[config.mk]
export PLATFORM = sky130hd
export DESIGN_NAME = dna_back
export DESIGN_NICKNAME = d
export VERILOG_FILES = /design/src/hw/rtl/dna_pkg.sv /design/src/hw/rtl/dna_back.sv
export SDC_FILE = /design/constraint.sdc
export NUM_CORES = 1
export LEC_CHECK = 0
export BUFFER_PORTS_ARGS = -buffer_cell sky130_fd_sc_hd__buf_2
export CORE_AREA = 5 5 200 202
export DETAILED_ROUTE_END_ITERATION = 10
export DIE_AREA = 0 0 205 207
export GPL_ROUTABILITY_DRIVEN = 0
export PLACE_DENSITY = 0.47
export SLEW_MARGIN = 20
export SYNTH_ARGS = -nofsm -noshare
export SYNTH_HDL_FRONTEND = slang
export SYNTH_SLANG_ARGS = --single-unit
[constraint.sdc]
create_clock -name clk_i -period 7 [get_ports clk_i]
set_input_delay 2.1 -clock clk_i [delete_from_list [all_inputs] [get_ports clk_i]]
set_output_delay 2.1 -clock clk_i [all_outputs]
set_load 0.1 [all_outputs]
[src/hw/rtl/dna_pkg.sv]
// dual number alu package: action and fault codes, stage payload types, saturation helper
// no dependencies; imported by every module of the dual number alu
`timescale 1ns / 1ps
`default_nettype none

package dna_pkg;

  // action codes carried in the input tuser
  typedef enum logic [2:0] {
    OP_ADD  = 3'd0,
    OP_SUB  = 3'd1,
    OP_MUL  = 3'd2,
    OP_DIV  = 3'd3,
    OP_CONJ = 3'd4,
    OP_NORM = 3'd5,
    OP_SQRT = 3'd6,
    OP_INV  = 3'd7
  } dna_op_e;

  // fault codes carried in the output tuser
  typedef enum logic [1:0] {
    FAULT_OK   = 2'd0,
    FAULT_OVF  = 2'd1,
    FAULT_ZDIV = 2'd2,
    FAULT_SQRT = 2'd3
  } dna_fault_e;

  localparam int QW    = 32;  // width of one fixed point part
  localparam int DEN_W = 63;  // divisor and partial remainder width
  localparam int QB    = 33;  // quotient bits kept; larger quotients saturate
  localparam int SAT_W = 66;  // widest intermediate fed to saturation

  localparam logic [QW-1:0] Q_MAX = 32'h7fff_ffff;
  localparam logic [QW-1:0] Q_MIN = 32'h8000_0000;

  // one long division lane
  typedef struct packed {
    logic             neg;   // quotient sign
    logic             big;   // quotient at or above 2^QB
    logic [DEN_W-1:0] den;
    logic [DEN_W-1:0] rem;
    logic [QB-1:0]    q;
    logic [QB-1:0]    nlo;   // low numerator bits still to bring down
  } dna_lane_t;

  // result parts that travel alongside the lanes
  typedef struct packed {
    logic [QW-1:0] res_real;
    logic [QW-1:0] res_dual;
    dna_fault_e    fault;
    logic          ovf;
    logic          div_r;     // real part comes from lane 0
    logic          div_d;     // dual part comes from lane 1
    logic          sqrt_fix;  // real part and lane 1 divisor come from the root
  } dna_res_t;

  typedef struct packed {
    logic [QW-1:0] val;
    logic          ovf;
  } dna_sat_t;

  // clamp a signed value to the 32-bit range
  function automatic dna_sat_t dna_sat(input logic signed [SAT_W-1:0] v);
    dna_sat_t r;
    logic signed [SAT_W-1:0] hi;
    logic signed [SAT_W-1:0] lo;
    hi = SAT_W'(signed'(Q_MAX));
    lo = SAT_W'(signed'(Q_MIN));
    if (v > hi) begin
      r.val = Q_MAX;
      r.ovf = 1'b1;
    end else if (v < lo) begin
      r.val = Q_MIN;
      r.ovf = 1'b1;
    end else begin
      r.val = v[QW-1:0];
      r.ovf = 1'b0;
    end
    return r;
  endfunction

endpackage

`default_nettype wire

[src/hw/rtl/dna_back.sv]
// dual number alu back end: quotient saturation, fault merge, output register
// depends on dna_pkg
`timescale 1ns / 1ps
`default_nettype none

module dna_back (
  input  wire                      clk_i,
  input  wire                      rst_ni,
  input  wire                      valid_i,
  input  wire dna_pkg::dna_res_t   res_i,
  input  wire dna_pkg::dna_lane_t  lane0_i,
  input  wire dna_pkg::dna_lane_t  lane1_i,
  input  wire                      m_axis_tready_i,
  output logic                     adv_o,
  output logic                     m_axis_tvalid_o,
  output logic [63:0]              m_axis_tdata_o,
  output logic [1:0]               m_axis_tuser_o
);
  import dna_pkg::*;

  // signed quotient from magnitude and sign, clamped to 32 bits
  function automatic dna_sat_t lane_val(input dna_lane_t l);
    dna_sat_t   r;
    logic [QB-1:0] n;
    n = QB'(0) - l.q;
    if (l.neg) begin
      if (l.big || (l.q > {1'b0, Q_MIN})) begin
        r.val = Q_MIN;
        r.ovf = 1'b1;
      end else begin
        r.val = n[QW-1:0];
        r.ovf = 1'b0;
      end
    end else begin
      if (l.big || (l.q > {1'b0, Q_MAX})) begin
        r.val = Q_MAX;
        r.ovf = 1'b1;
      end else begin
        r.val = l.q[QW-1:0];
        r.ovf = 1'b0;
      end
    end
    return r;
  endfunction

  dna_sat_t      q0, q1;
  logic [QW-1:0] rr, rd;
  logic          ovf;
  dna_fault_e    fault;

  assign q0 = lane_val(lane0_i);
  assign q1 = lane_val(lane1_i);

  // pick lane results and merge faults
  always_comb begin
    rr  = res_i.div_r ? q0.val : res_i.res_real;
    rd  = res_i.div_d ? q1.val : res_i.res_dual;
    ovf = res_i.ovf | (res_i.div_r & q0.ovf) | (res_i.div_d & q1.ovf);
    if (res_i.fault != FAULT_OK) begin
      fault = res_i.fault;
    end else if (ovf) begin
      fault = FAULT_OVF;
    end else begin
      fault = FAULT_OK;
    end
  end

  // whole pipeline moves when the output word is empty or taken
  assign adv_o = !m_axis_tvalid_o || m_axis_tready_i;

  always_ff @(posedge clk_i or negedge rst_ni) begin
    if (!rst_ni) begin
      m_axis_tvalid_o <= 1'b0;
    end else if (adv_o) begin
      m_axis_tvalid_o <= valid_i;
    end
  end

  always_ff @(posedge clk_i) begin
    if (adv_o) begin
      m_axis_tdata_o <= {rd, rr};
      m_axis_tuser_o <= fault;
    end
  end

endmodule

`default_nettype wire

==> impl_metrics.toml, run 1 <==
[die]
core-area_mm2 = 0.0381
io_pins = 530
die_w_um = 205
die_y_um = 207
start_util = 0.133
num_rows = 72
die-area_mm2 = 0.0424

[clock_tree]
clkSinkCount = 67
ctsRootBufferMaster = "clkbuf_16"
cts_setup_buffers = 0
cts.htree.levels = 3
cts_tree = "yes"
cts_made_buffers = 9
cts_hold_buffers = 0
cts_resized = 0
cts.clk_slew.worst_paths_ps = 60
clkLatencyLatePin_ps = 370
clock_path_buffers = 2

[detailed_routing]
firstDrtPassIters = 5
postRouteAntennaNets = 0
vias_per_cell = 4.49
post_drt_wl_per_cell_um = 20.0
drc = 0
drt_iter0_drc = 561
drt_wl_total_um = 26600
vias = 5956

[yosys]
synth_simple_gate_area_share = 0.338
netlist.area_leader.share = 0.392
synth_seq_cells = 67
ys_types = 59
synth_cells = 606
synth_area_mm2 = 0.00505
synth-edff-count = 66
synth_xor_area_frac = 0.00347
syn_area_per_cell_um2 = 8.34
synthMuxAreaShare = 0.00198
async_flop_share = 0.0149
synth-main-ff-cell = "edfxtp_1"
yosysSeqAreaShare = 0.397
synth_top_family_by_area = "simple AND/OR/NAND/NOR gates"
yosysWarnings = 0
synth_top_cells_by_area = "edfxtp_1 (39%), nor2_1 (7.1%), a31oi_1 (5.9%), a21oi_1 (4.6%), or3_1 (4.5%)"
synth_adder_area_share = 0.00991
synth_compound_area_frac = 0.205
synth_top_area_cell = "edfxtp_1"
syn-num-nets = 1072

[setup_path]
cp-startpoint = "m_axis_tready_i"
cp.required_ps = 4900
slowest_delay_ps = 500
worst_ep_arrival_time_ps = 3010
crit_path_end = "adv_o"
path_class = "input port to output pin"
worstRegToRegCells = 2
cpMostUsedCell = "buf_2"
timing.rr.start = "m_axis_tvalid_o"
r2r_slack_ps = 5180
cp-end-kind = "output pin"
critPathSlowestCell = "buf_2"
critPathMaxFanout = 20
cp_cell_sequence = "buf_2 -> nand2b_4 -> buf_2"
startpoint_type = "input port"
reg2reg_to = "m_axis_tdata_o[33]"

[global_route]
globalRouteOverflowTotal = 0
grt.total_usage = 0.121
antenna_found_initial = 17
grt_max_degree = 50
grt_pass1_vias = 5718
grt_first_pass_wirelength_um = 38400

[timing]
post-route-period-util = 0.730
finalMaxSlewViolations = 0
fin_skew_ps = 11.9
min_period_ps = 5110
holdWs_ps = 947
slew-limit-headroom = 0.319
worst_pin_slew_ps = 1020
rsz0062_at_grt = "false"
hold_viol = 0
finalSetupTns_ps = 0
setup_viol = 0
max_freq_mhz = 196

[power_and_ir_drop]
sequentialPowerShare = 0.310
clockPowerShare = 0.375
power_density_mw_per_mm2 = 229
ir_drop_v = 0.000121
power.internal_mw = 0.969
switchingPower_mw = 0.645
comb_power_share = 0.315
leakage_nw = 2.51
p_sw_frac = 0.400

[run]
drv_cap = 0

[min_path]
hold_class = "flip-flop to flip-flop"

[cells_and_area]
final_cell_area_mm2 = 0.00705
layout-drive-gt1-share = 0.312
final_nets = 1262
fillCellCount = 4288
area_growth_pct = 39.6
multi_input_area_mm2 = 0.00284
instances_no_fill = 1327
seq_area_mm2 = 0.00201

[place]
place_area_mm2 = 0.00666
io_buffers = 210
post-dp-hpwl_um = 20900
place_inst = 1303

[run_status]
status = "completed"
state kept, by name (all words and copies together) (netlist names):
| register | count |
|---|---|
| m_axis_tuser_o | 2 |
| m_axis_tdata_o | 64 |
| m_axis_tvalid_o | 1 |
layout by cell type, fill, tap and decap left out, types with 4 or more instances in the layout:
cell type	count
a211oi_1	6
a21oi_1	46
a31oi_1	48
and2_1	6
and3_1	4
buf_2	210
buf_4	9
bufinv_16	4
clkbuf_16	9
diode_2	8
edfxtp_1	66
ha_1	4
inv_1	12
nand2_1	26
nand2b_1	4
nand3_1	36
nand4_1	19
nand4b_1	4
nor2_1	95
nor3_1	31
nor3b_1	6
nor4_1	14
nor4_2	4
o21ai_0	30
o31a_1	4
or3_1	36
or4_1	14
worst min-delay path by stage:
stage,endpoint,cells past startpoint,start,slack [ps]
2_1_floorplan,m_axis_tvalid_o,0,rst_ni,1800
3_3_place_gp,m_axis_tdata_o[37],1,m_axis_tvalid_o,1030
4_1_cts,m_axis_tdata_o[37],1,m_axis_tvalid_o,1050
5_1_grt,m_axis_tdata_o[37],1,m_axis_tvalid_o,1040
3_5_place_dp,m_axis_tdata_o[37],1,m_axis_tvalid_o,1030
6_report,m_axis_tdata_o[37],1,m_axis_tvalid_o,950
cells in the mapped netlist (4+ instances only):
master     n
a211oi_1   6
a21oi_1   46
a31oi_1   48
and2_1     6
and3_1     4
buf_2      6
clkbuf_1  31
edfxtp_1  66
ha_1       4
inv_1     12
nand2_1   26
nand2b_1   5
nand3_1   36
nand4_1   19
nand4b_1   4
nor2_1    95
nor3_1    31
nor3b_1    6
nor4_1    14
nor4_2     4
o21ai_0   30
o31a_1     4
or3_1     36
or4_1     14
through the flow:
step / util / total power [mW] / setup WS (ps)
after floorplan: - / 0.869 / 466
after global placement: 0.175 / 1.02 / 1610
after detailed placement: 0.175 / 1.02 / 1580
after CTS: 0.185 / 1.65 / 1850
after global routing: 0.185 / 1.69 / 1750
final: 0.185 / 1.61 / 1890
routing by layer:
layer | wire (um) | global-route usage | vias to the layer above
met2 | 10400 | 0.156 | 303
met1 | 13000 | 0.183 | 2827
li1 | - | - | 2767
met4 | 491 | 0.0450 | 16
met3 | 2560 | 0.0416 | 43
met5 | 91 | 0 | -
layout make-up:
class | count | area share
antenna | 8 | 0.00284
clock buffer | 9 | 0.0319
clock inverter | 7 | 0.0208
inverter | 12 | 0.00639
multi-input combinational | 487 | 0.403
sequential | 67 | 0.285
tap | 518 | 0.0919
timing repair buffer | 219 | 0.159
cell families after synthesis:
| kind of cell | count (synthesis) |
|---|---|
| AND/OR/NAND/NOR | 314 |
| XOR/XNOR | 2 |
| buffers and inverters | 52 |
| adder cells (fa/ha/maj) | 4 |
| multiplexers | 1 |
| AO/OA/AOI/OAI | 166 |
| flip-flops | 67 |
power groups by stage:
stage                     clock, mW  combinational [mW]  sequential [mW]
after floorplan                   0               0.101            0.768
after global placement            0               0.508            0.511
after detailed placement          0               0.510            0.510
after CTS                     0.633               0.511            0.502
after global routing          0.646               0.534            0.505
final                         0.604               0.509            0.501
critical path, delay by kind of cell:
family / cells / cell delay [ps]
buf+inv: 2 / 580
simple gates: 1 / 320
Power figures use the tool's default switching activity.
==> run 2, diff against run 1 <==
--- a/config.mk
+++ b/config.mk
@@ -5,12 +5,13 @@
 export SDC_FILE = /design/constraint.sdc
 export NUM_CORES = 1
 export LEC_CHECK = 0
+export ABC_AREA = 1
 export BUFFER_PORTS_ARGS = -buffer_cell sky130_fd_sc_hd__buf_2
-export CORE_AREA = 5 5 200 202
+export CORE_AREA = 5 5 202 204
 export DETAILED_ROUTE_END_ITERATION = 10
-export DIE_AREA = 0 0 205 207
+export DIE_AREA = 0 0 207 209
 export GPL_ROUTABILITY_DRIVEN = 0
-export PLACE_DENSITY = 0.47
+export PLACE_DENSITY = 0.48
 export SLEW_MARGIN = 20
 export SYNTH_ARGS = -nofsm -noshare
 export SYNTH_HDL_FRONTEND = slang
==> constraint.sdc (replaced) <==
create_clock -name clk_i -period 4.8 [get_ports clk_i]
set_input_delay 1.44 -clock clk_i [delete_from_list [all_inputs] [get_ports clk_i]]
set_output_delay 1.44 -clock clk_i [all_outputs]
set_load 0.1 [all_outputs]
==> impl_metrics.toml, run 2 <==
[run_status]
status = "completed"

[yosys]
synth_area_mm2 = 0.00564
yosysWarnings = 0
ys_types = 41
synth_seq_cells = 67
synth-main-ff-cell = "edfxtp_1"
yosys-top-cells-count = "nor2_1 (173), nand2_1 (138), a21oi_1 (67), nand3_1 (67), edfxtp_1 (66)"
syn-num-nets = 1263
netlist.area_leader.share = 0.351
synth_top_cells_by_area = "edfxtp_1 (35%), nor2_1 (12%), nand2_1 (9.2%), a21oi_1 (5.9%), nand3_1 (5.9%)"
synth_cells = 797
syn_area_per_cell_um2 = 7.08
yosysSeqAreaShare = 0.356
synth_top_area_cell = "edfxtp_1"
synth_most_common_cell = "nor2_1"
async_flop_share = 0.0149
synth-edff-count = 66

[power_and_ir_drop]
ir_drop_v = 0.000164
leakage_nw = 3.07
power_density_mw_per_mm2 = 291

[timing]
min_period_ps = 3550
max_freq_mhz = 282
rsz0062_at_grt = "false"
holdWs_ps = 850
post-route-period-util = 0.739
hold_viol = 0
finalMaxSlewViolations = 0
finalSetupTns_ps = 0
worst_pin_slew_ps = 750
setup_viol = 0
slew-limit-headroom = 0.496
fin_skew_ps = 9.64

[setup_path]
path_class = "input port to output pin"
cp-end-kind = "output pin"
startpoint_type = "input port"
reg2reg_to = "m_axis_tdata_o[44]"
r2r_slack_ps = 2970
cp.required_ps = 3360
timing.rr.start = "m_axis_tvalid_o"
worst_ep_arrival_time_ps = 2110
worstRegToRegCells = 3
critPathMaxFanout = 2

[cells_and_area]
final_cell_area_mm2 = 0.00757
area_growth_pct = 34.2
layout-drive-gt1-share = 0.292
largest_register_ffs = 64
seq_area_mm2 = 0.00201
fillCellCount = 4577
multi_input_area_mm2 = 0.00323
largest-register = "m_axis_tdata_o"
top_regs = "m_axis_tdata_o (64), m_axis_tuser_o (2), m_axis_tvalid_o (1)"
final_nets = 1463
layout.cells.most_common_list = "buf_2 (210), nor2_1 (173), nand2_1 (137)"
diodes = 0
final_common_cell = "buf_2"

[global_route]
antenna_found_initial = 3
grt_max_degree = 36
grt.total_usage = 0.113
globalRouteOverflowTotal = 0
grt_first_pass_wirelength_um = 38300
grt_pass1_vias = 6571

[die]
die_y_um = 209
die-area_mm2 = 0.0433
io_pins = 530
num_rows = 73
start_util = 0.144
core-area_mm2 = 0.0391
die_w_um = 207

[place]
post-dp-hpwl_um = 20400
place_area_mm2 = 0.00728
io_buffers = 210

[detailed_routing]
post_drt_wl_per_cell_um = 16.4
firstDrtPassIters = 5
vias = 6372
vias_per_cell = 4.17
drc = 0
drt_iter0_drc = 412
drt_wl_total_um = 25100
postRouteAntennaNets = 0

[clock_tree]
cts.htree.levels = 3
cts.clk_slew.worst_paths_ps = 60
clkSinkCount = 67
ctsRootBufferMaster = "clkbuf_16"
cts_setup_buffers = 0
cts_made_buffers = 9
cts_hold_buffers = 0
clkLatencyLatePin_ps = 360
cts_resized = 0
clock_path_buffers = 2
cts_tree = "yes"

[run]
drv_cap = 0

[min_path]
hold_class = "input port to async pin"
[run 2: changes by cell type after synthesis, moves of 12 or more]
cell / change
or3_1: -36
or4_1: -14
nand2_2: +14
nor3_1: -16
a21oi_1: +21
a31oi_1: -33
nand2_1: +112
xnor2_1: +12
xor2_1: +27
inv_1: +52
nor2_1: +78
nor4_1: -13
nand3_1: +31
[run 2: cell type report]
| cell class | count | area share |
|---|---|---|
| multi-input cells | 631 | 0.427 |
| flip-flops and latches | 67 | 0.265 |
| repair buffers | 219 | 0.148 |
| well taps | 525 | 0.0868 |
| inverters | 69 | 0.0349 |
| clock buffers | 10 | 0.0302 |
| clock inverters | 6 | 0.00876 |
[run 2: per-layer routing]
layer | up-vias | track usage | share of wire
li1 | 3058 | - | -
met1 | 3007 | 0.131 | 0.40
met2 | 265 | 0.198 | 0.49
met3 | 36 | 0.0336 | 0.074
met4 | 6 | 0.0408 | 0.033
met5 | - | 0 | 0.0011
[run 2: cell families (layout without fill, tap and decap cells)]
kind of cell               count (synthesis)  count (layout)  synth area share
adders and majority gates                  4               4           0.00887
and+or+nand+nor                          458             458             0.370
DFF                                       67              67             0.356
AOI/OAI and AO/OA                        128             128             0.128
buffers and inverters                     99             304            0.0734
xor gates and xnor gates                  41              41            0.0636
[run 2: how the worst max path moves through the flow]
stage / slack (ps) / depth (start not counted) / end / from
final: 1250 / 4 / adv_o / m_axis_tready_i
after detailed placement: 1110 / 11 / m_axis_tdata_o[49] / lane1_i[34]
after global routing: 1240 / 4 / adv_o / m_axis_tready_i
after floorplan: 740 / 2 / adv_o / m_axis_tready_i
after global placement: 1130 / 11 / m_axis_tdata_o[49] / lane1_i[34]
after CTS: 1240 / 4 / adv_o / m_axis_tready_i
[run 2: critical path, cell delays in order]
cell     delay (ps)
buf_2            80
inv_1            50
nand2_4          80
buf_2           450
[run 2: power by group]
part	leakage (nW)	internal (mW)	switching, mW
combinational	2.28	0.146	0.625
clock	0.135	0.403	0.304
sequential	0.659	0.709	0.0162
[run 2: metrics by stage]
step / power (mW) / worst slack (ps) / util / instances
floorplan: 1.29 / 736 / - / 797
global placement: 1.51 / 1130 / 0.186 / 1511
detailed placement: 1.51 / 1110 / 0.186 / 1511
CTS: 2.23 / 1240 / 0.194 / 1527
global route: 2.29 / 1240 / 0.194 / 1527
finish: 2.20 / 1250 / 0.194 / 1527
==> run 3, diff against run 2 <==
--- a/config.mk
+++ b/config.mk
@@ -5,13 +5,13 @@
 export SDC_FILE = /design/constraint.sdc
 export NUM_CORES = 1
 export LEC_CHECK = 0
-export ABC_AREA = 1
+export ABC_AREA = 0
 export BUFFER_PORTS_ARGS = -buffer_cell sky130_fd_sc_hd__buf_2
 export CORE_AREA = 5 5 202 204
 export DETAILED_ROUTE_END_ITERATION = 10
 export DIE_AREA = 0 0 207 209
 export GPL_ROUTABILITY_DRIVEN = 0
-export PLACE_DENSITY = 0.48
+export PLACE_DENSITY = 0.46
 export SLEW_MARGIN = 20
 export SYNTH_ARGS = -nofsm -noshare
 export SYNTH_HDL_FRONTEND = slang
==> constraint.sdc (replaced) <==
create_clock -name clk_i -period 3.49 [get_ports clk_i]
set_input_delay 1.047 -clock clk_i [delete_from_list [all_inputs] [get_ports clk_i]]
set_output_delay 1.047 -clock clk_i [all_outputs]
set_load 0.1 [all_outputs]
==> impl_metrics.toml, run 3 (synthesized netlist as in run 1, its figures left out) <==
[timing]
setup_viol = 0
fin_skew_ps = 9.26
finalMaxSlewViolations = 0
min_period_ps = 3200
hold_viol = 0
worst_pin_slew_ps = 582
worst_slack_ps = 294
max_freq_mhz = 313
slew-limit-headroom = 0.608
post-route-period-util = 0.916
finalSetupTns_ps = 0
rsz0062_at_grt = "false"

[place]
place_area_mm2 = 0.00726
post-dp-hpwl_um = 22700
pre_cts_ws_ps = -24.4
io_buffers = 210

[setup_path]
critPathMaxFanout = 23
worst_ep_arrival_time_ps = 3350
path_class = "input port to flip-flop"
cp.required_ps = 3650
critPathSlowestCell = "or3_1"
slowest_delay_ps = 520
cp_top_family = "simple AND/OR/NAND/NOR gates"
startpoint_type = "input port"
cp_cell_sequence = "buf_2 -> or3_1 -> nor4_4 -> nand4b_1 -> o41ai_4 -> buf_12 -> a31oi_1 -> nor3_1"
cp-end-kind = "flip-flop"
path_buf_inv = 2

[detailed_routing]
firstDrtPassIters = 5
wl_met2_um = 10300
drt_wl_total_um = 28200
top_layer = "met5"
drc = 0
drt_iter0_drc = 555
postRouteAntennaNets = 0
met3WireLength_um = 2840
met1_length_um = 14100
post_drt_wl_per_cell_um = 20.1
vias_per_cell = 4.45
vias = 6238

[die]
die_w_um = 207
core-area_mm2 = 0.0391
start_util = 0.129
die-area_mm2 = 0.0433
num_rows = 73
die_y_um = 209
io_pins = 530

[power_and_ir_drop]
power_density_mw_per_mm2 = 418
leakage_nw = 2.86
ir_drop_v = 0.000230

[cells_and_area]
multi_input_area_mm2 = 0.00284
largest_register_ffs = 64
layout.cells.most_common_list = "buf_2 (209), nor2_1 (95), buf_4 (70)"
final_nets = 1329
final_cell_area_mm2 = 0.00762
fillCellCount = 4485
final_common_cell = "buf_2"
seq_area_mm2 = 0.00201
area_growth_pct = 50.9
fin_util = 0.195
largest-register = "m_axis_tdata_o"
layout-drive-gt1-share = 0.365
top_regs = "m_axis_tdata_o (64), m_axis_tuser_o (2), m_axis_tvalid_o (1)"

[clock_tree]
cts_hold_buffers = 0
cts_tree = "yes"
cts_setup_buffers = 0
clkSinkCount = 67
clkLatencyLatePin_ps = 360
cts_made_buffers = 9
ctsRootBufferMaster = "clkbuf_16"
cts_resized = 0
cts.clk_slew.worst_paths_ps = 60
cts.htree.levels = 3
clock_path_buffers = 2

[run]
drv_cap = 0

[global_route]
antenna_found_initial = 18
grt_max_degree = 68
grt_first_pass_wirelength_um = 40600
grt_pass1_vias = 6023
grt.total_usage = 0.125
globalRouteOverflowTotal = 0

[run_status]
status = "completed"

[min_path]
hold_class = "input port to async pin"
run 3: cell count changes in the layout (fill, tap and decap cells not counted), moves of 14 or more:
cell,previous run,this run
nand2_1,137,26
nor2_1,173,95
buf_4,9,70
inv_1,64,12
or3_1,0,36
a31oi_1,15,48
nand3_1,67,36
xor2_1,28,1
a21oi_1,67,46
nor3_1,15,31
nand2_2,14,0
or4_1,0,14
run 3: cell type report:
type,count,area share
antenna,8,0.00263
clock buffer,9,0.0295
clock inverter,7,0.0153
inverter,12,0.00591
multi-input combinational,487,0.373
sequential,67,0.263
tap,525,0.0862
timing repair buffer,286,0.225
run 3: per-stage QoR:
step                power [mW]  hold WS, ps  std cells
floorplan                 1.74          751        606
global placement          2.11          824       1377
detailed placement        2.11          824       1377
CTS                       3.24          429       1393
global route              3.31          437       1399
finish                    3.19          458       1401
run 3: per-layer routing:
layer	vias up	GRT usage
met4	14	0.0415
met5	-	0
met3	50	0.0413
met1	2935	0.193
met2	345	0.158
li1	2894	-
run 3: final timing paths:
path	start	endpoint	slack, ps	cells after the start
max	lane1_i[42]	m_axis_tdata_o[53]	290	8
min	rst_ni	m_axis_tvalid_o	460	1
max reg2reg	m_axis_tvalid_o	m_axis_tdata_o[43]	2150	2
min reg2reg	m_axis_tvalid_o	m_axis_tvalid_o	980	3
max in group asynchronous	rst_ni	m_axis_tvalid_o	2950	1
min in group clk_i	res_i[5]	m_axis_tuser_o[1]	880	1
run 3: worst register-to-register path: stages, from the launching register on:
cell      delay (ps)
dfrtp_1          440
nand2b_4         150
buf_12           360
run 3: report_power, final:
part / internal (mW) / switching, mW / leakage, nW
Clock: 0.697 / 0.403 / 0.165
Combinational: 0.231 / 0.849 / 2.04
Sequential: 0.977 / 0.0293 / 0.656
Total: 1.91 / 1.28 / 2.86
