===== src/hw/rtl/dna_pkg.sv =====
// dual number alu package: action and fault codes, stage payload types, saturation helper
// no dependencies; imported by every module of the dual number alu
`timescale 1ns / 1ps
`default_nettype none

package dna_pkg;

  // action codes carried in the input tuser
  typedef enum logic [2:0] {
    OP_ADD  = 3'd0,
    OP_SUB  = 3'd1,
    OP_MUL  = 3'd2,
    OP_DIV  = 3'd3,
    OP_CONJ = 3'd4,
    OP_NORM = 3'd5,
    OP_SQRT = 3'd6,
    OP_INV  = 3'd7
  } dna_op_e;

  // fault codes carried in the output tuser
  typedef enum logic [1:0] {
    FAULT_OK   = 2'd0,
    FAULT_OVF  = 2'd1,
    FAULT_ZDIV = 2'd2,
    FAULT_SQRT = 2'd3
  } dna_fault_e;

  localparam int QW    = 32;  // width of one fixed point part
  localparam int DEN_W = 63;  // divisor and partial remainder width
  localparam int QB    = 33;  // quotient bits kept; larger quotients saturate
  localparam int SAT_W = 66;  // widest intermediate fed to saturation

  localparam logic [QW-1:0] Q_MAX = 32'h7fff_ffff;
  localparam logic [QW-1:0] Q_MIN = 32'h8000_0000;

  // one long division lane
  typedef struct packed {
    logic             neg;   // quotient sign
    logic             big;   // quotient at or above 2^QB
    logic [DEN_W-1:0] den;
    logic [DEN_W-1:0] rem;
    logic [QB-1:0]    q;
    logic [QB-1:0]    nlo;   // low numerator bits still to bring down
  } dna_lane_t;

  // result parts that travel alongside the lanes
  typedef struct packed {
    logic [QW-1:0] res_real;
    logic [QW-1:0] res_dual;
    dna_fault_e    fault;
    logic          ovf;
    logic          div_r;     // real part comes from lane 0
    logic          div_d;     // dual part comes from lane 1
    logic          sqrt_fix;  // real part and lane 1 divisor come from the root
  } dna_res_t;

  typedef struct packed {
    logic [QW-1:0] val;
    logic          ovf;
  } dna_sat_t;

  // clamp a signed value to the 32-bit range
  function automatic dna_sat_t dna_sat(input logic signed [SAT_W-1:0] v);
    dna_sat_t r;
    logic signed [SAT_W-1:0] hi;
    logic signed [SAT_W-1:0] lo;
    hi = SAT_W'(signed'(Q_MAX));
    lo = SAT_W'(signed'(Q_MIN));
    if (v > hi) begin
      r.val = Q_MAX;
      r.ovf = 1'b1;
    end else if (v < lo) begin
      r.val = Q_MIN;
      r.ovf = 1'b1;
    end else begin
      r.val = v[QW-1:0];
      r.ovf = 1'b0;
    end
    return r;
  endfunction

endpackage

`default_nettype wire


===== src/hw/rtl/dna_div_step.sv =====
// dual number alu division stage: one quotient bit for both lanes
// depends on dna_pkg
`timescale 1ns / 1ps
`default_nettype none

module dna_div_step #(
  parameter int BIT = 32
) (
  input  wire                      clk_i,
  input  wire                      rst_ni,
  input  wire                      adv_i,
  input  wire                      valid_i,
  input  wire dna_pkg::dna_res_t   res_i,
  input  wire dna_pkg::dna_lane_t  lane0_i,
  input  wire dna_pkg::dna_lane_t  lane1_i,
  output logic                     valid_o,
  output dna_pkg::dna_res_t        res_o,
  output dna_pkg::dna_lane_t       lane0_o,
  output dna_pkg::dna_lane_t       lane1_o
);
  import dna_pkg::*;

  // restoring step: shift in one numerator bit, subtract when it fits
  function automatic dna_lane_t lane_step(input dna_lane_t l);
    dna_lane_t r;
    logic [DEN_W:0] t;
    logic           ge;
    r  = l;
    t  = {l.rem, l.nlo[BIT]};
    ge = t >= {1'b0, l.den};
    r.rem    = ge ? DEN_W'(t - {1'b0, l.den}) : t[DEN_W-1:0];
    r.q[BIT] = ge;
    return r;
  endfunction

  always_ff @(posedge clk_i or negedge rst_ni) begin
    if (!rst_ni) begin
      valid_o <= 1'b0;
    end else if (adv_i) begin
      valid_o <= valid_i;
    end
  end

  always_ff @(posedge clk_i) begin
    if (adv_i) begin
      res_o   <= res_i;
      lane0_o <= lane_step(lane0_i);
      lane1_o <= lane_step(lane1_i);
    end
  end

endmodule

`default_nettype wire


===== config.mk =====
export PLATFORM = sky130hd
export DESIGN_NAME = dna_div_step
export DESIGN_NICKNAME = d
export VERILOG_FILES = /design/src/hw/rtl/dna_pkg.sv /design/src/hw/rtl/dna_div_step.sv
export SDC_FILE = /design/constraint.sdc
export NUM_CORES = 1
export LEC_CHECK = 0
export BUFFER_PORTS_ARGS = -buffer_cell sky130_fd_sc_hd__buf_2
export CORE_AREA = 2 2 358 360
export DETAILED_ROUTE_END_ITERATION = 7
export DIE_AREA = 0 0 360 362
export HOLD_SLACK_MARGIN = 0.03
export PLACE_DENSITY = 0.4
export SLEW_MARGIN = 20
export SYNTH_ARGS = -nofsm -noshare
export SYNTH_HDL_FRONTEND = slang
export SYNTH_SLANG_ARGS = --single-unit
export TNS_END_PERCENT = 5

===== constraint.sdc =====
create_clock -name clk_i -period 1.1 [get_ports clk_i]
set_input_delay 0.055 -clock clk_i [delete_from_list [all_inputs] [get_ports clk_i]]
set_output_delay 0.055 -clock clk_i [all_outputs]
set_load 0.1 [all_outputs]

==> flow_metrics.py, run 1 <==
metrics = {
    "sta": {
        "fin_ws_ns": -1.34,
        "period_share_pct": 222,
        "post-route-min-period_ns": 2.44,
        "hold_viol_final": 4,
        "setup_violations": 587,
        "max_freq_mhz": 410,
        "slew_violations": 0,
        "worst_pin_slew_ns": 0.516,
        "clock_skew_ns": 0,
        "timing.hold.ws_ns": -0.377,
        "rsz0062_at_grt": "true",
        "slew_headroom_pct": 65.2,
    },
    "yosys": {
        "yosys.area_share.simple_pct": 8.87,
        "synth_xor_xnor_area_share_pct": 4.54,
        "synth_top_area_share_pct": 59.8,
        "synth_fp_nets": 2547,
        "synth_most_common_cell": "edfxtp_1",
        "synth_compound_area_share_pct": 14.8,
        "syn_avg_cell_area_sq_um": 11.7,
        "synth-async-reset-ratio_pct": 0.218,
        "synth_cells": 1957,
        "synthDistinctLibCells": 65,
        "synth_flop_cell": "edfxtp_1",
        "synth_top_area_cell": "edfxtp_1",
        "synth.area.top_cells": "edfxtp_1 60%, ha_1 6.9%, a21oi_1 4.6%",
        "ys_ff_latch": 459,
        "synth_area_sq_um": 23000,
        "synth_mux_area_share_pct": 0.877,
        "ys_seq_area_share_pct": 60.0,
        "synth_edf_count": 458,
        "ys_warn_count": 0,
        "synth_commonest_cells": "458 x edfxtp_1, 211 x a21oi_1, 162 x inv_1",
        "synthAdderAreaFrac_pct": 7.03,
        "synth_top_family_by_area": "compound AO/OA/AOI/OAI gates",
    },
    "clock_tree": {
        "htree_levels": 2,
        "cts_max_path_buffers": 3,
        "cts-buffers-inserted": 57,
        "cts_root_buf": "clkbuf_16",
        "cts_tree": "yes",
        "clk_pin_slew_worst_paths_ns": 0.06,
        "cts.sinks": 459,
        "clk-insertion-delay-late_ns": 0.63,
    },
    "worst_hold_path": {
        "hp-class": "input pin to register",
    },
    "power_and_ir_drop": {
        "powerDensity_nw_per_um2": 1530,
        "max-vdd-ir-drop_uv": 1180,
        "cellLeakagePower_uw": 0.0213,
    },
    "place": {
        "portBuffers": 918,
        "placed_area_sq_um": 40700,
        "gp_congestion": 0.855,
        "dpl.hpwl_mm": 94.8,
        "dpl.cell_count": 5051,
        "post-place-ws_ns": -2.41,
    },
    "floorplan": {
        "start_util_pct": 18.1,
        "die_area_sq_um": 130000,
        "io_pins": 921,
        "rows": 131,
        "fp.dieW_um": 360,
        "core_sq_um": 127000,
        "die_h_um": 362,
    },
    "route": {
        "drcViolationCount": 0,
        "drt-total-wl_mm": 118,
        "avgViaCountPerCell": 4.10,
        "ant_nets": 0,
        "wire_per_inst_um": 20.8,
        "firstDrtPassIters": 5,
        "first_iter_violations": 1277,
        "vias": 23265,
    },
    "flow_run": {
        "cap_violations": 0,
    },
    "global_routing": {
        "grt_max_degree": 32,
        "antenna_found_initial": 44,
        "grt_pass1_vias": 24035,
        "overflow": 0,
        "grt_pass1_wl_mm": 166,
        "track_usage_pct": 17.3,
    },
    "run_status": {
        "status": "finished, violations left",
        "violations": "negative hold slack, negative setup slack",
    },
    "critical_path": {
        "end_kind": "register",
        "cp_cell_sequence": "buf_2 > inv_1 > ha_1 > buf_4 > nand4_1 > or3_4 > nor4_2 > buf_4 > nor2_1 > o21ai_2 > a211o_4 > buf_12 > mux2_4",
        "cp_common_cell": "buf_4",
        "cp.arrival_ns": 2.82,
        "required_ns": 1.48,
        "cp-start-kind": "input pin",
        "crit_path_max_fanout": 7,
        "slowest_stage": "or3_4",
        "cp_slowest_stage_delay_ns": 0.39,
        "crit_type": "input pin to register",
    },
    "cells_and_area": {
        "drive_gt1_share_pct": 47.1,
        "syn_to_final_growth_pct": 115,
        "fillerInstances": 12347,
        "final_cell_count_no_fill": 5674,
        "fin_nets": 4541,
        "final_core_util_pct": 39.0,
        "fin_area_sq_um": 49400,
    },
}
==> power breakdown <==
group	leakage (uW)	switching, uW	total (uW)	internal [uW]
Combinational	0.0159	20200	33500	13200
Sequential	0.00449	1500	23000	21500
Clock	0.000902	8030	19100	11100
==> metal layers <==
layer / vias up / global-route usage [%] / wire length, um
met2: 755 / 30.0 / 58300
met4: 32 / 4.75 / 3110
met5: - / 0 / 181
met1: 11106 / 21.1 / 48500
li1: 11208 / - / -
met3: 164 / 4.43 / 7900
==> metrics by stage <==
step	total power [uW]	TNS (ns)
after floorplan	39800	-199.75
after global placement	54000	-270.32
after detailed placement	54000	-271.36
after CTS	75600	-273.51
after global routing	78400	-283.29
final	75600	-244.23
==> layout make-up <==
type                       instances  area (sq um)  area share (%)
antenna                           17          42.5          0.0862
clock buffer                      68          1470            2.97
clock inverter                    35           388           0.786
inverter                         163           636            1.29
multi-input combinational       1262          9760            19.8
sequential                       459         13800            27.9
tap                             1662          2080            4.21
timing repair buffer            2008         21200            43.0
==> final timing paths <==
| check | startpoint | to | slack [ns] | cells past startpoint |
|---|---|---|---|---|
| setup / recovery | lane0_i[137] | lane0_o[75] | -1.34 | 13 |
| hold / removal | lane1_i[130] | lane1_o[130] | -0.38 | 1 |
| setup reg to reg | valid_o | valid_o | 0.32 | 1 |
| hold reg to reg | valid_o | valid_o | 0.57 | 1 |
| max in group asynchronous | rst_ni | valid_o | 0.70 | 3 |
| min in group asynchronous | rst_ni | valid_o | 0.29 | 3 |
==> cells by family (layout without fill, tap and decap cells) <==
kind of cell | Yosys count | in the layout
adders and majority gates | 128 | 128
and+or+nand+nor | 447 | 447
AOI/OAI and AO/OA | 549 | 550
other | 0 | 17
buffers and inverters | 237 | 2274
DFF | 459 | 459
muxes | 18 | 18
xor gates and xnor gates | 119 | 119
==> flip-flops by register name, indices dropped and copies added (netlist names) <==
register,cells
lane1_o,194
res_o,70
lane0_o,194
valid_o,1
==> worst max-delay path, delay by kind of cell <==
kind                       cells  cell delay [ns]
buffers and inverters          5             0.63
adders and majority gates      1             0.35
and+or+nand+nor                4             0.92
AOI/OAI and AO/OA              2             0.54
muxes                          1             0.31
==> cell usage in the layout (no fill, tap or decap), drive strengths merged, types with 40 or more instances in the layout <==
master	count
a21o	80
nor2	151
o21ai	126
nand4	40
buf	1534
xor2	46
clkbuf	76
edfxtp	458
dlygate4sd3	466
a21oi	211
xnor2	73
inv	160
ha	126
nand2	144
==> timing repair <==
action	CTS	global route
buffers inserted	13	17
hold buffers	456	10
endpoints found under the setup margin	587	587
cloned	3	9
resized for setup	226	217
pin swaps	58	53
hold endpoints to repair	529	11
(Power assumes the default switching activity.)
==> inputs of run 2 (changes only) <==
--- a/config.mk
+++ b/config.mk
@@ -6,11 +6,13 @@
 export NUM_CORES = 1
 export LEC_CHECK = 0
 export BUFFER_PORTS_ARGS = -buffer_cell sky130_fd_sc_hd__buf_2
-export CORE_AREA = 2 2 358 360
+export CELL_PAD_IN_SITES_DETAIL_PLACEMENT = 1
+export CELL_PAD_IN_SITES_GLOBAL_PLACEMENT = 1
+export CORE_AREA = 2 2 356 358
 export DETAILED_ROUTE_END_ITERATION = 7
-export DIE_AREA = 0 0 360 362
+export DIE_AREA = 0 0 358 360
 export HOLD_SLACK_MARGIN = 0.03
-export PLACE_DENSITY = 0.4
+export PLACE_DENSITY = 0.49
 export SLEW_MARGIN = 20
 export SYNTH_ARGS = -nofsm -noshare
 export SYNTH_HDL_FRONTEND = slang
==> flow_metrics.py, run 2 (synthesis gave the netlist of run 1 again) <==
metrics = {
    "floorplan": {
        "die_h_um": 360,
        "die_area_sq_um": 129000,
        "fp.dieW_um": 358,
        "core_sq_um": 125000,
        "rows": 130,
        "io_pins": 921,
        "start_util_pct": 18.4,
    },
    "cells_and_area": {
        "final_common_cell": "buf_4",
        "biggestRegsByFlops": "lane0_o (194), lane1_o (194), res_o (70)",
        "layout_common_cells": "591 x buf_4, 470 x dlygate4sd3_1, 458 x edfxtp_1, 446 x buf_2, 446 x buf_12",
        "fin_area_sq_um": 49400,
        "drive_gt1_share_pct": 47.4,
        "syn_to_final_growth_pct": 115,
        "fin_nets": 4557,
    },
    "worst_hold_path": {
        "hp-start": "lane1_i[118]",
        "holdPathStages": 3,
        "hp-class": "input pin to register",
        "min_to": "lane1_o[119]",
    },
    "clock_tree": {
        "cts-buffers-inserted": 57,
        "htree_levels": 2,
        "cts.sinks": 459,
        "clk-insertion-delay-late_ns": 0.67,
        "cts_max_path_buffers": 3,
        "clk_pin_slew_worst_paths_ns": 0.05,
        "cts_tree": "yes",
        "cts_root_buf": "clkbuf_16",
    },
    "critical_path": {
        "cp_common_cell": "o21ai_4",
        "cp_cell_sequence": "buf_8 > inv_8 > ha_4 > fa_2 > nand2b_4 > a21oi_4 > o21ai_4 > o21ai_4 > a211oi_2 > buf_4 > o31ai_4 > nor2_1 > o21ai_1 > a211o_4 > buf_6 > mux2_2",
        "cp.arrival_ns": 2.81,
        "end_kind": "register",
        "crit_path_max_fanout": 8,
        "timing.rr.start": "valid_o",
        "crit_type": "input pin to register",
        "r2r_slack_ns": 0.32,
        "required_ns": 1.48,
        "slowest_stage": "mux2_2",
        "crit_start": "lane0_i[32]",
        "cp_slowest_stage_delay_ns": 0.36,
        "reg2reg_to": "valid_o",
        "r2r_cells": 1,
        "cp-start-kind": "input pin",
    },
    "power_and_ir_drop": {
        "powerDensity_nw_per_um2": 1540,
        "cellLeakagePower_uw": 0.0214,
        "total_power_uw": 75900,
        "power_frac_comb_pct": 44.6,
        "p_seq_share_pct": 30.5,
        "switching_share_pct": 40.3,
        "clockPowerShare_pct": 25.0,
        "switching_power_uw": 30600,
        "power.internal_uw": 45400,
        "max-vdd-ir-drop_uv": 1270,
    },
    "sta": {
        "timing.hold.ws_ns": -0.315,
        "rsz0062_at_grt": "true",
        "clock_skew_ns": 0,
        "hold_viol_final": 3,
        "period_share_pct": 220,
        "slew_headroom_pct": 57.7,
        "worst_pin_slew_ns": 0.627,
        "max_freq_mhz": 413,
        "fin_ws_ns": -1.32,
        "setup_violations": 587,
        "post-route-min-period_ns": 2.42,
        "slew_violations": 0,
    },
    "global_routing": {
        "track_usage_pct": 18.9,
        "overflow": 0,
        "grt_max_degree": 45,
        "antenna_found_initial": 31,
        "grt_pass1_wl_mm": 180,
        "grt_pass1_vias": 26072,
    },
    "route": {
        "drt-total-wl_mm": 126,
        "avgViaCountPerCell": 4.19,
        "wire_per_inst_um": 22.3,
        "drcViolationCount": 0,
        "firstDrtPassIters": 5,
        "first_iter_violations": 1297,
        "ant_nets": 0,
        "vias": 23774,
    },
    "run_status": {
        "status": "finished, violations left",
        "violations": "negative hold slack, negative setup slack",
    },
    "place": {
        "gp_congestion": 0.854,
        "portBuffers": 918,
        "dpl.hpwl_mm": 97.3,
        "placed_area_sq_um": 40600,
    },
    "flow_run": {
        "cap_violations": 0,
    },
}
## run 2: worst max path at each step
stage	end	slack [ns]	depth (start not counted)
3_3_place_gp	lane1_o[124]	-2.51	16
4_1_cts	lane1_o[69]	-1.31	16
5_1_grt	lane1_o[125]	-1.46	15
2_1_floorplan	lane0_o[103]	-1.61	14
3_5_place_dp	lane1_o[124]	-2.53	16
6_report	lane0_o[75]	-1.32	16
## run 2: metal layers
metal	part of all wire, %	up-vias	global-route usage, %
li1	-	11224	-
met1	39	11674	21.9
met2	52	688	34.4
met3	6.3	170	4.61
met4	2.8	18	4.89
met5	0.095	-	0
## run 2: layout make-up
cell class                 instances  area, sq um
timing repair buffer            2024        21300
inverter                         163          642
sequential                       459        13800
clock buffer                      71         1480
multi-input combinational       1262         9770
fill                           13505        75500
antenna                           10         25.0
tap                             1650         2060
clock inverter                    32          354
## run 2: stage by stage
| step | setup WS (ns) | TNS, ns | hold slack (ns) | std cells | utilization [%] |
|---|---|---|---|---|---|
| 3_3_place_gp | -2.51 | -272.03 | -0.170 | 5043 | 32.5 |
| 3_5_place_dp | -2.53 | -275.85 | -0.169 | 5043 | 32.5 |
| 6_report | -1.32 | -260.10 | -0.315 | 5671 | 39.6 |
| 5_1_grt | -1.46 | -302.08 | -0.320 | 5668 | 39.5 |
| 4_1_cts | -1.31 | -290.23 | -0.489 | 5627 | 38.5 |
| 2_1_floorplan | -1.61 | -199.75 | -0.241 | 1957 | - |
## run 2: power groups by stage
stage	Clock, uW	Combinational, uW	Sequential [uW]
after global placement	0	30600	23400
after global routing	20100	35200	23300
after floorplan	0	4790	35000
after CTS	19500	33000	23200
after detailed placement	0	30700	23400
final	19000	33800	23100
## run 2: worst max-delay path: cells and delay by family
family                   cells  cell delay, ns
buffers and inverters        4            0.50
adder cells (fa/ha/maj)      2            0.50
AO/OA/AOI/OAI                7            1.14
multiplexers                 1            0.36
AND/OR/NAND/NOR              2            0.23
## run 2: what timing repair did
item,in CTS,in global routing
hold buffers,458,12
buffers inserted,17,19
hold endpoints to repair,548,16
resized for setup,231,244
endpoints found under the setup margin,587,587
pin swaps,48,74
gates cloned,7,6
==> inputs of run 3 (changes only) <==
--- a/config.mk
+++ b/config.mk
@@ -5,14 +5,14 @@
 export SDC_FILE = /design/constraint.sdc
 export NUM_CORES = 1
 export LEC_CHECK = 0
-export BUFFER_PORTS_ARGS = -buffer_cell sky130_fd_sc_hd__buf_2
 export CELL_PAD_IN_SITES_DETAIL_PLACEMENT = 1
 export CELL_PAD_IN_SITES_GLOBAL_PLACEMENT = 1
-export CORE_AREA = 2 2 356 358
+export CORE_AREA = 2 2 358 360
 export DETAILED_ROUTE_END_ITERATION = 7
-export DIE_AREA = 0 0 358 360
+export DIE_AREA = 0 0 360 362
+export DONT_BUFFER_PORTS = 1
 export HOLD_SLACK_MARGIN = 0.03
-export PLACE_DENSITY = 0.49
+export PLACE_DENSITY = 0.4
 export SLEW_MARGIN = 20
 export SYNTH_ARGS = -nofsm -noshare
 export SYNTH_HDL_FRONTEND = slang
==> flow_metrics.py, run 3 (synthesis gave the netlist of run 1 again) <==
metrics = {
    "run_status": {
        "status": "finished, violations left",
        "violations": "negative hold slack, max-slew violations, negative setup slack",
    },
    "floorplan": {
        "core_sq_um": 127000,
        "die_h_um": 362,
        "die_area_sq_um": 130000,
        "io_pins": 921,
        "rows": 131,
        "start_util_pct": 18.1,
        "fp.dieW_um": 360,
    },
    "sta": {
        "hold_viol_final": 154,
        "slew_headroom_pct": -7.07,
        "fin_ws_ns": -1.37,
        "rsz0062_at_grt": "true",
        "setup_violations": 587,
        "slew_violations": 74,
        "period_share_pct": 225,
        "post-route-min-period_ns": 2.47,
        "max_freq_mhz": 404,
        "worst_pin_slew_ns": 1.61,
        "timing.hold.ws_ns": -0.521,
        "clock_skew_ns": 0,
    },
    "critical_path": {
        "end_kind": "register",
        "r2r_slack_ns": 0.29,
        "required_ns": 1.50,
        "cp.arrival_ns": 2.87,
        "cp-start-kind": "input pin",
        "crit_path_max_fanout": 2,
        "crit_type": "input pin to register",
    },
    "clock_tree": {
        "clk-insertion-delay-late_ns": 0.64,
        "cts_root_buf": "clkbuf_16",
        "cts_max_path_buffers": 3,
        "cts.sinks": 459,
        "cts_tree": "yes",
        "htree_levels": 2,
        "cts-buffers-inserted": 57,
        "clk_pin_slew_worst_paths_ns": 0.07,
    },
    "cells_and_area": {
        "final_common_cell": "dlygate4sd3_1",
        "drive_gt1_share_pct": 38.9,
        "fin_nets": 4256,
        "fillerInstances": 13597,
        "syn_to_final_growth_pct": 103,
        "final_core_util_pct": 36.8,
        "final_cell_count_no_fill": 5387,
        "layout_common_cells": "676 x dlygate4sd3_1, 557 x buf_4, 458 x edfxtp_1, 323 x buf_6, 158 x a21oi_1",
        "biggestRegsByFlops": "lane0_o (194), lane1_o (194), res_o (70)",
    },
    "global_routing": {
        "grt_max_degree": 460,
        "antenna_found_initial": 23,
        "grt_pass1_wl_mm": 177,
        "overflow": 0,
        "track_usage_pct": 18.5,
        "grt_pass1_vias": 25081,
    },
    "power_and_ir_drop": {
        "total_power_uw": 75300,
        "switching_share_pct": 39.9,
        "clockPowerShare_pct": 28.2,
        "switching_power_uw": 30100,
        "power.internal_uw": 45200,
        "p_seq_share_pct": 30.3,
        "powerDensity_nw_per_um2": 1610,
        "power_frac_comb_pct": 41.5,
        "cellLeakagePower_uw": 0.0194,
        "max-vdd-ir-drop_uv": 1220,
    },
    "flow_run": {
        "cap_violations": 0,
    },
    "place": {
        "gp_congestion": 0.900,
        "portBuffers": 0,
        "dpl.hpwl_mm": 88.9,
        "dpl.cell_count": 4508,
    },
    "route": {
        "firstDrtPassIters": 5,
        "ant_nets": 0,
        "avgViaCountPerCell": 4.24,
        "drcViolationCount": 0,
        "wire_per_inst_um": 24.1,
        "drt-total-wl_mm": 130,
        "first_iter_violations": 1223,
        "vias": 22849,
    },
    "worst_hold_path": {
        "hp-class": "input pin to register",
    },
}
[run 3: cell count changes in the layout (fill, tap and decap cells not counted), moves of 12 or more]
cell,delta
dlygate4sd3_1,+206
buf_2,-446
buf_6,+271
buf_4,-34
nand2_1,-12
buf_12,-309
[run 3: stage by stage]
stage	setup WS [ns]	TNS (ns)	area, sq um
after global placement	-2.73	-276.72	33800
after CTS	-1.35	-286.08	44200
final	-1.37	-259.77	46600
after global routing	-1.47	-292.93	46600
after detailed placement	-2.41	-277.61	33800
after floorplan	-1.61	-199.75	23300
[run 3: critical path, stage by stage]
cell       delay, ns
inv_8           0.01
ha_4            0.26
o21ai_4         0.07
a2111oi_4       0.36
o21ai_4         0.14
a2111oi_4       0.30
buf_4           0.19
o21ai_4         0.07
buf_6           0.12
nor4_4          0.31
nor2_4          0.10
o311a_4         0.34
o31ai_4         0.24
xnor2_1         0.17
a21oi_1         0.11
[run 3: power by group through the flow]
stage | Sequential, uW | Combinational, uW | Clock (uW)
after floorplan | 35000 | 4790 | 0
after global placement | 22800 | 26100 | 0
after detailed placement | 22800 | 26200 | 0
after CTS | 22500 | 29800 | 21600
after global routing | 22900 | 32500 | 22400
final | 22800 | 31200 | 21200
[run 3: final timing paths]
kind / start / endpoint / cells after the start
worst max-delay path: lane1_i[133] / lane1_o[125] / 15
worst min-delay path: lane0_i[159] / lane0_o[159] / 0
worst max register to register: valid_o / valid_o / 1
worst min register to register: valid_o / valid_o / 1
max in group asynchronous: rst_ni / valid_o / 2
min in group asynchronous: rst_ni / valid_o / 2
[run 3: cell type report]
cell class                 count  area [sq um]  share of cell area [%]
clock buffer                  60          1440                    3.08
antenna                       13          32.5                  0.0698
multi-input combinational   1261         10100                    21.6
tap                         1662          2080                    4.46
sequential                   459         13800                    29.5
timing repair buffer        1724         18000                    38.5
inverter                     163           664                    1.42
clock inverter                45           614                    1.32
[run 3: what timing repair did]
action,CTS,global route
pin swaps,112,69
hold buffers,600,80
gates resized for setup,445,361
setup endpoints to repair,587,587
cloned,10,4
endpoints found under the hold margin,916,396
setup buffers,52,26
[run 3: layer usage]
metal | up-vias | track usage (%) | share of wire [%] | wire length (um)
met1 | 11237 | 20.4 | 38 | 49100
met2 | 769 | 33.1 | 51 | 66200
met3 | 237 | 5.50 | 6.9 | 8930
met5 | - | 0 | 0.038 | 50
met4 | 6 | 7.67 | 4.4 | 5690
li1 | 10600 | - | - | -
